**config.mk**
```make
export PLATFORM = sky130hd
export DESIGN_NAME = heap_sort_engine_unit
export DESIGN_NICKNAME = d
export VERILOG_FILES = /design/src/rtl/core/hse_pkg.sv /design/src/rtl/core/heap_sort_engine_unit.sv
export SDC_FILE = /design/constraint.sdc
export NUM_CORES = 2
export LEC_CHECK = 0
export BUFFER_PORTS_ARGS = -buffer_cell sky130_fd_sc_hd__buf_2
export CAP_MARGIN = 20
export CORE_MARGIN = 5
export CORE_UTILIZATION = 35
export CTS_CLUSTER_SIZE = 16
export DETAILED_ROUTE_END_ITERATION = 16
export SLEW_MARGIN = 20
export SYNTH_ARGS = -nofsm -noshare
export SYNTH_HDL_FRONTEND = slang
export SYNTH_SLANG_ARGS = --single-unit
export TNS_END_PERCENT = 50
```
**constraint.sdc**
```tcl
create_clock -name clk -period 25.4 [get_ports clk]
set_input_delay 5.08 -clock clk [delete_from_list [all_inputs] [get_ports clk]]
set_output_delay 5.08 -clock clk [all_outputs]
set_load 0.01 [all_outputs]
```
**src/rtl/core/hse_pkg.sv**
```systemverilog
`timescale 1ns / 1ps
// ----------------------------------------------------------------------------
// hse_pkg
// Shared sizes for the heap sort engine: element width, store depth and the
// widths of the address and count fields that follow from the depth.
// ----------------------------------------------------------------------------
package hse_pkg;

    // element width
    localparam int DATA_W   = 32;
    // number of elements the store holds
    localparam int CAPACITY = 64;
    // store address width
    localparam int ADDR_W   = $clog2(CAPACITY);
    // element count width, holds CAPACITY itself
    localparam int CNT_W    = ADDR_W + 1;

endpackage

```
**src/rtl/core/heap_sort_engine_unit.sv**
```systemverilog
`timescale 1ns / 1ps
// ----------------------------------------------------------------------------
// heap_sort_engine_unit
// Collects signed elements into a store until a transaction marked last,
// heap-sorts them in place (max-heap build, then root extraction with an
// iterative sift-down) and streams them out in ascending order.
// ----------------------------------------------------------------------------
//
//  channel  | handshake            | payload
//  ---------+----------------------+------------------------------
//  input    | start / busy         | value[31:0] signed, last
//  result   | result_valid strobe  | value_res[31:0], last_res, overflow
//
// A transaction without last is stored and busy stays low.
// Each sift-down loads through S_LOAD and S_LOADW, then inspects one level per
// S_CHILD/S_CMP pair (one more level than it descends), through the dual-read
// store and one comparator; a set of n elements takes n/2 build sift-downs and
// n-1 extraction sift-downs, then emits; results leave one per cycle, no receiver stall.
// Reset (rst_n low, asynchronous) empties the set; the store is not cleared.
// Elements beyond CAPACITY are dropped and flag every result of their set.
//
module heap_sort_engine_unit (
    input  logic                               clk,
    input  logic                               rst_n,
    input  logic                               start,
    output logic                               busy,
    input  logic signed [hse_pkg::DATA_W-1:0]  value,
    input  logic                               last,
    output logic                               result_valid,
    output logic signed [hse_pkg::DATA_W-1:0]  value_res,
    output logic                               last_res,
    output logic                               overflow
);

    typedef enum logic [2:0] {
        S_IDLE,
        S_LOAD,
        S_LOADW,
        S_CHILD,
        S_CMP,
        S_EMIT
    } state_t;

    // sequencer registers
    state_t                       state_reg,   state_next;
    logic [hse_pkg::CNT_W-1:0]    cnt_reg,     cnt_next;
    logic                         ovf_reg,     ovf_next;
    logic                         extract_reg, extract_next;
    logic [hse_pkg::ADDR_W-1:0]   k_reg,       k_next;
    logic [hse_pkg::ADDR_W-1:0]   end_reg,     end_next;
    logic [hse_pkg::ADDR_W-1:0]   node_reg,    node_next;
    logic [hse_pkg::ADDR_W-1:0]   idx_reg,     idx_next;
    logic signed [hse_pkg::DATA_W-1:0] x_reg,  x_next;
    logic                         strobe_reg,  strobe_next;
    logic                         rlast_reg,   rlast_next;
    logic                         rovf_reg,    rovf_next;

    // element store
    logic signed [hse_pkg::DATA_W-1:0] store_mem [hse_pkg::CAPACITY];
    logic signed [hse_pkg::DATA_W-1:0] rd_a_q, rd_b_q;
    logic [hse_pkg::ADDR_W-1:0]   rd_a_addr, rd_b_addr, wr_addr;
    logic                         wr_en;
    logic signed [hse_pkg::DATA_W-1:0] wr_data;

    // datapath helpers
    logic [hse_pkg::CNT_W:0]      lc_idx, rc_idx, size_ext;
    logic [hse_pkg::CNT_W-1:0]    size_cur, cnt_inc, half_cnt;
    logic                         room, lc_ok, rc_ok, take_r, move;
    logic signed [hse_pkg::DATA_W-1:0] cand_val;
    logic [hse_pkg::CNT_W:0]      cand_idx;

    assign busy         = (state_reg != S_IDLE);
    assign result_valid = strobe_reg;
    assign value_res    = rd_a_q;
    assign last_res     = rlast_reg;
    assign overflow     = rovf_reg;

    // child indexes and the shared compare
    assign lc_idx   = {1'b0, node_reg, 1'b1};
    assign rc_idx   = lc_idx + (hse_pkg::CNT_W + 1)'(1);
    assign size_cur = extract_reg ? {1'b0, end_reg} : cnt_reg;
    assign size_ext = {1'b0, size_cur};
    assign lc_ok    = (lc_idx < size_ext);
    assign rc_ok    = (rc_idx < size_ext);
    assign take_r   = rc_ok && (rd_b_q > rd_a_q);
    assign cand_val = take_r ? rd_b_q : rd_a_q;
    assign cand_idx = take_r ? rc_idx : lc_idx;
    assign move     = lc_ok && (cand_val > x_reg);

    assign room     = (cnt_reg < hse_pkg::CNT_W'(hse_pkg::CAPACITY));
    assign cnt_inc  = cnt_reg + hse_pkg::CNT_W'(1);
    assign half_cnt = cnt_next >> 1;

    // sequencer next state
    always_comb
    begin
        state_next   = state_reg;
        cnt_next     = cnt_reg;
        ovf_next     = ovf_reg;
        extract_next = extract_reg;
        k_next       = k_reg;
        end_next     = end_reg;
        node_next    = node_reg;
        idx_next     = idx_reg;
        x_next       = x_reg;
        strobe_next  = 1'b0;
        rlast_next   = rlast_reg;
        rovf_next    = rovf_reg;
        rd_a_addr    = idx_reg;
        rd_b_addr    = '0;
        wr_en        = 1'b0;
        wr_addr      = node_reg;
        wr_data      = x_reg;

        case (state_reg)
            S_IDLE:
            begin
                if (start)
                begin
                    // store the element or mark the drop
                    if (room)
                    begin
                        wr_en    = 1'b1;
                        wr_addr  = cnt_reg[hse_pkg::ADDR_W-1:0];
                        wr_data  = value;
                        cnt_next = cnt_inc;
                    end
                    else
                    begin
                        ovf_next = 1'b1;
                    end
                    if (last)
                    begin
                        idx_next     = '0;
                        extract_next = 1'b0;
                        if (cnt_next >= hse_pkg::CNT_W'(2))
                        begin
                            k_next     = hse_pkg::ADDR_W'(half_cnt - hse_pkg::CNT_W'(1));
                            node_next  = hse_pkg::ADDR_W'(half_cnt - hse_pkg::CNT_W'(1));
                            state_next = S_LOAD;
                        end
                        else
                        begin
                            state_next = S_EMIT;
                        end
                    end
                end
            end
            S_LOAD:
            begin
                // fetch the element to sift, and the root when extracting
                rd_a_addr  = extract_reg ? end_reg : node_reg;
                rd_b_addr  = '0;
                state_next = S_LOADW;
            end
            S_LOADW:
            begin
                x_next = rd_a_q;
                if (extract_reg)
                begin
                    wr_en   = 1'b1;
                    wr_addr = end_reg;
                    wr_data = rd_b_q;
                end
                state_next = S_CHILD;
            end
            S_CHILD:
            begin
                rd_a_addr  = lc_idx[hse_pkg::ADDR_W-1:0];
                rd_b_addr  = rc_idx[hse_pkg::ADDR_W-1:0];
                state_next = S_CMP;
            end
            S_CMP:
            begin
                wr_en   = 1'b1;
                wr_addr = node_reg;
                if (move)
                begin
                    // larger child moves up, hole moves down
                    wr_data    = cand_val;
                    node_next  = cand_idx[hse_pkg::ADDR_W-1:0];
                    state_next = S_CHILD;
                end
                else
                begin
                    wr_data = x_reg;
                    if (!extract_reg)
                    begin
                        if (k_reg == '0)
                        begin
                            extract_next = 1'b1;
                            end_next     = hse_pkg::ADDR_W'(cnt_reg - hse_pkg::CNT_W'(1));
                            node_next    = '0;
                        end
                        else
                        begin
                            k_next    = k_reg - hse_pkg::ADDR_W'(1);
                            node_next = k_reg - hse_pkg::ADDR_W'(1);
                        end
                        state_next = S_LOAD;
                    end
                    else if (end_reg == hse_pkg::ADDR_W'(1))
                    begin
                        idx_next   = '0;
                        state_next = S_EMIT;
                    end
                    else
                    begin
                        end_next   = end_reg - hse_pkg::ADDR_W'(1);
                        node_next  = '0;
                        state_next = S_LOAD;
                    end
                end
            end
            S_EMIT:
            begin
                // one read per cycle, result shows with the read data
                rd_a_addr   = idx_reg;
                if (cnt_reg != '0)
                begin
                    strobe_next = 1'b1;
                end
                rovf_next   = ovf_reg;
                rlast_next  = ({1'b0, idx_reg} + hse_pkg::CNT_W'(1) == cnt_reg);
                idx_next    = idx_reg + hse_pkg::ADDR_W'(1);
                if (rlast_next || (cnt_reg == '0))
                begin
                    cnt_next   = '0;
                    ovf_next   = 1'b0;
                    state_next = S_IDLE;
                end
            end
            default:
            begin
                state_next = S_IDLE;
            end
        endcase
    end

    // sequencer state and registered outputs
    always_ff @(posedge clk or negedge rst_n)
    begin
        if (!rst_n)
        begin
            state_reg   <= S_IDLE;
            cnt_reg     <= '0;
            ovf_reg     <= 1'b0;
            extract_reg <= 1'b0;
            strobe_reg  <= 1'b0;
            rlast_reg   <= 1'b0;
            rovf_reg    <= 1'b0;
        end
        else
        begin
            state_reg   <= state_next;
            cnt_reg     <= cnt_next;
            ovf_reg     <= ovf_next;
            extract_reg <= extract_next;
            strobe_reg  <= strobe_next;
            rlast_reg   <= rlast_next;
            rovf_reg    <= rovf_next;
        end
    end

    // payload and index registers
    always_ff @(posedge clk)
    begin
        k_reg    <= k_next;
        end_reg  <= end_next;
        node_reg <= node_next;
        idx_reg  <= idx_next;
        x_reg    <= x_next;
    end

    // element store, one write and two registered reads
    always_ff @(posedge clk)
    begin
        if (wr_en)
        begin
            store_mem[wr_addr] <= wr_data;
        end
        rd_a_q <= store_mem[rd_a_addr];
        rd_b_q <= store_mem[rd_b_addr];
    end

`ifndef SYNTH
    // a result only follows an emit cycle
    a_strobe_after_emit: assert property (@(posedge clk) disable iff (!rst_n)
        result_valid |-> $past(state_reg == S_EMIT))
        else $error("result strobe without emit cycle");

    // a last result comes only once the sequencer is back in idle
    a_last_strobed: assert property (@(posedge clk) disable iff (!rst_n)
        last_res && result_valid |-> $past(state_reg == S_EMIT) && !busy)
        else $error("final result while sequencer still running");

    // the block only leaves idle on a start
    a_busy_on_start: assert property (@(posedge clk) disable iff (!rst_n)
        $rose(busy) |-> $past(start))
        else $error("busy rose without a start");

    // element count never exceeds the store
    a_cnt_bound: assert property (@(posedge clk) disable iff (!rst_n)
        cnt_reg <= hse_pkg::CNT_W'(hse_pkg::CAPACITY))
        else $error("element count beyond capacity");
`endif

endmodule

```
Word-level counts from Yosys, hierarchy flattened

Memory sizes are Yosys's and may differ from the RTL's. A register that Yosys moved wholly into a read port is not among the register bits.
Cells that the tools add are included.

Memories kept: 1
Register bits: 71
Logic and storage cells: 135
Output and inout bits: 36
Memory bits (writable): 2048

Memories:

| name      | depth | bits a word | read ports | clocked after memory_dff | write ports | line                        | source |
|---|---|---|---|---|---|---|---|
| store_mem | 64    | 32          | 2          | 2                        | 1           | heap_sort_engine_unit.sv:59 | `logic signed [hse_pkg::DATA_W-1:0] store_mem [hse_pkg::CAPACITY];` |

Bitwise operators: 1
Magnitude comparators: 6
Equality and inequality tests: 19
Reduce and logical (&&, ||, !) cells: 20
$add $sub $neg: 8
Mux-type cells: 67

Operators by type and width:

| cell                  | count |
|---|---|
| $mux W32              | 5 |
| $mux W6               | 23 |
| $pmux W32 S3          | 1 |
| $gt A32 B32 Y1        | 2 |
| $pmux W6 S2           | 4 |
| $mux W7               | 6 |
| $sub A6 B1 Y6 const B | 4 |
| $ne A2 B2 Y1 const B  | 11 |
| $mux W3               | 7 |
| $pmux W3 S6           | 1 |
| $pmux W6 S3           | 1 |
| $mux W1               | 15 |
| $pmux W7 S2           | 1 |
| $reduce_and A4 Y1     | 3 |
| $add A7 B1 Y8 const B | 1 |
| $lt A8 B7 Y1          | 1 |
| $add A6 B1 Y7 const B | 1 |
| $add A7 B1 Y7 const B | 1 |
| $eq A7 B7 Y1          | 1 |
| $ge A7 B2 Y1 const B  | 1 |
| $logic_not A7 Y1      | 1 |
| $lt A7 B7 Y1          | 1 |
| $lt A7 B7 Y1 const B  | 1 |
| $reduce_and A7 Y1     | 1 |
| other kinds (19)      | 27 |

Logic depth before layout (Yosys ltp)

Depth in word-level cells: 11
Gate-level depth with buffers: 27
Depth with buffers taken out: 20

Worst setup path before layout

Ideal clock, no wire load.

Path kind: input -> register
From: input port start
To: memory store_mem[0][12] in the netlist's numbering, data pin
Setup slack: 16.424 ns
Library setup time: 0.702 ns
Buffers on the path: 1
Arrival: 8.275 ns
Stages: 7
Cell sequence: nand2b_1 -> a21oi_1 -> a21oi_1 -> or2_2 -> a21oi_1 -> clkbuf_1 -> o21ai_0

Word-level cells in the longest chain between the ends: 2

RTL lines:

| element               | line                         | source |
|---|---|---|
| start, declared       | heap_sort_engine_unit.sv:25  | `input logic start,` |
| $mux W32              | heap_sort_engine_unit.sv:118 | `if (start)` |
| $pmux W32 S3          | heap_sort_engine_unit.sv:115 | `case (state_reg)` |
| via wr_data (one bit) | heap_sort_engine_unit.sv:63  | `logic signed [hse_pkg::DATA_W-1:0] wr_data;` |
| end, declared         | heap_sort_engine_unit.sv:59  |  |

The timed path passes the listed nets, and every way through them passes these cells.

Worst setup path after layout

From: input port start
To: memory store_mem[22][30] in the netlist's numbering, enable pin

Word-level cells in the longest chain between the ends: 4
Elaborated cells between the ends (all ways): 6
Classes of those cells: mux (6)

RTL lines:

| element                       | line                         | source |
|---|---|---|
| $mux W1                       | heap_sort_engine_unit.sv:118 |  |
| $pmux W1 S3                   | heap_sort_engine_unit.sv:115 |  |
| $mux W1                       | heap_sort_engine_unit.sv:278 | `if (wr_en)` |
| $mux W1 (implied by the code) | heap_sort_engine_unit.sv:280 | `store_mem[wr_addr] <= wr_data;` |

Parallel ways exist; a longest one is shown, timed or not.

==> metrics.yaml <==
antenna_found_initial: 18
cp.required_ns: 25.94
whs_ns: 0.482
place_ws_ns: 15.46
cts_tree: "done"
synth_nets: 8417
drc_errors: 0
finalMaxSlewViolations: 0
detail-route-antenna-nets: 0
fin_ws_ns: 16.32
largest_reg_flops: 2048
worstHoldPathType: "reg -> reg"
grt_pass1_wl_microns: 514000
synthMuxAreaShare_pct: 0.579
critPathKind: "in -> reg"
rows: 194
pwr-share-clk_pct: 19.6
place_congestion: 0.896
drt_pre_antenna_iters: 7
fin_tns_setup_ns: 0
clkLatencyLatePin_ns: 0.92
clkSlewWorstSetupHoldPaths_ns: 0.06
area_growth_pct: 12.1
die-area_sq_mm: 0.292
design_area_sq_mm: 0.110
grt_max_degree: 155
syn_area_sq_mm: 0.0985
numCtsBuffers: 221
synth_fa_ha_area_share_pct: 1.09
min_path_cells: 0
max_freq_ghz: 0.110
grt_usage_pct: 23.8
synth_xor_area_share_pct: 0.361
synth_ff_type: "edfxtp_1"
worstRegToRegCells: 24
p_int_uw: 8900
synth_compound_area_share_pct: 15.3
root_buffer: "clkbuf_16"
ioPinCount: 72
synth-simple-area-share_pct: 13.4
avgSynthCellArea_sq_um: 11.9
dieHeight_microns: 540
cts.sinks: 2183
switchingPower_uw: 7870
worst_slew_pin_slew_ns: 1.22
rsz0062_at_grt: "no"
status: "finished, final reports clean"
ir_drop_mv: 0.126
drv_cap: 0
coreArea_sq_mm: 0.280
seqPwrFrac_pct: 30.4
final_layout_size_suffix_gt1_share_pct: 9.07
ys_types: 71
grt-ovfl-total: 0
critPathLaunchType: "input port"
vias_per_cell: 6.22
cts_setup_buffers: 0
yosysWarnings: 0
finalSetupViolCount: 0
largest-register: "store_mem"
arrival_ns: 9.62
grt_pass1_vias: 69100
port_buffers: 71
powerDensity_mw_per_mm2: 152
dpl.hpwl_microns: 204000
synth-edff-count: 2104
fin_nets: 8163
p_sw_share_pct: 46.9
period_share_pct: 35.8
finalHoldViolCount: 0
start_util_pct: 35.2
worst-path-max-fanout: 41
p_leak_uw: 0.0362
ys_seq_area_share_pct: 65.8
ys_async_sr_fraction_pct: 0.687
post_dp_cell_area_sq_mm: 0.103
setup.worst_path.end_class: "register"
synthCells: 8295
num_vias: 74400
synth_top_family_by_area: "compound AO/OA/AOI/OAI gates"
max_slew_margin_pct: 18.5
cts_hold_buf: 0
wl_per_cell_microns: 30.4
ctsResizeCount: 0
drtIter0Drc: 11400
comb_power_share_pct: 50.1
wirelength_microns: 364000
htree_levels: 4
fin_crit_ns: 9.08
clock_skew_ns: 0.0824
die_w_microns: 540
cts.path.max_buffers: 3
ys_seq_elements: 2183
## metrics by stage
stage	total power, uW	util, %	instances
3_3_place_gp	13300	36.8	11500
3_5_place_dp	13300	36.8	11500
5_1_grt	17400	39.5	12000
4_1_cts	16600	39.4	12000
2_1_floorplan	10100	-	8295
6_report	16800	39.5	12000
## placed cells by master (no fill, tap or decap), drive strengths merged, types with 20 or more instances in the layout
cell type	n
o22ai	133
nand2	1884
edfxtp	2104
and2	135
a211oi	579
xnor2	23
clkbuf	265
a221o	20
nor2	114
buf	264
dfxtp	64
and3	262
mux2i	30
ha	86
a311oi	512
mux2	23
nand3	543
o221ai	131
inv	105
a21o	37
clkinv	113
a21oi	270
o21ai	197
a31oi	132
## per-layer routing
| layer | track usage (%) | share of wire (%) | routed length [microns] |
|---|---|---|---|
| met5 | 0 | 0.0036 | 13 |
| met4 | 11.3 | 5.3 | 19300 |
| met3 | 4.75 | 12 | 41900 |
| met2 | 35.7 | 44 | 160000 |
| met1 | 33.3 | 39 | 143000 |
## worst paths after layout
check	startpoint	endpoint	slack (ns)
min in group asynchronous	rst_n	result_valid	4.12
hold / removal	value_res[14]	x_reg[14]	0.48
setup / recovery	start	store_mem[22][30]	16.32
hold reg to reg	value_res[14]	x_reg[14]	0.48
max in group asynchronous	rst_n	extract_reg	20.91
setup reg to reg	value_res[31]	store_mem[20][23]	16.82
## layout make-up
class / instances / area (sq um)
inverters: 98 / 375
fillers: 26300 / 169000
multi-input cells: 5273 / 31100
well taps: 3724 / 4660
clock buffers: 265 / 5790
repair buffers: 264 / 2090
flip-flops and latches: 2183 / 64800
diodes: 8 / 20.0
clock inverters: 150 / 1490
## worst max-delay path, stage by stage
cell,delay (ns)
buf_2,0.20
nand2b_1,0.17
nor2_4,0.11
buf_4,0.49
nor2_1,0.25
a221oi_1,0.58
nand4_1,0.96
nor2_4,1.15
buf_4,0.56
## logic make-up (layout without fill, tap and decap cells)
kind of cell               count (synthesis)  after routing
other                                      0              8
and+or+nand+nor                         3011           3011
adders and majority gates                 86             86
DFF                                     2183           2183
muxes                                     53             53
xor gates and xnor gates                  39             39
buffers and inverters                    839            777
AOI/OAI and AO/OA                       2084           2084
## synth_stat cells, types with 17 or more instances
master	instances	area (sq um)
o21ai_0	191	956
a31oi_1	132	826
mux2i_1	30	300
nand3_1	543	2720
dfxtp_1	64	1280
mux2_2	19	214
and2_1	127	795
o221ai_1	131	1150
and3_1	262	1640
a221o_1	20	200
nor3_1	17	85.1
nor2_1	114	428
ha_1	86	1080
edfxtp_1	2104	63200
a21oi_1	270	1350
xnor2_1	23	201
a311oi_1	512	4480
a21o_1	37	278
o22ai_1	133	832
clkbuf_1	558	2090
buf_2	140	701
nand2_1	1883	7070
inv_1	97	364
a211oi_1	579	4350
buf_1	34	128
## power by group through the flow
stage                     clock, uW  combinational, uW  sequential (uW)
final                          3280               8400             5090
after global routing           3460               8830             5110
after CTS                      3320               8210             5090
after detailed placement          0               8180             5170
after global placement            0               8140             5160
after floorplan                   0               4990             5140
Power figures use the tool's default switching activity.
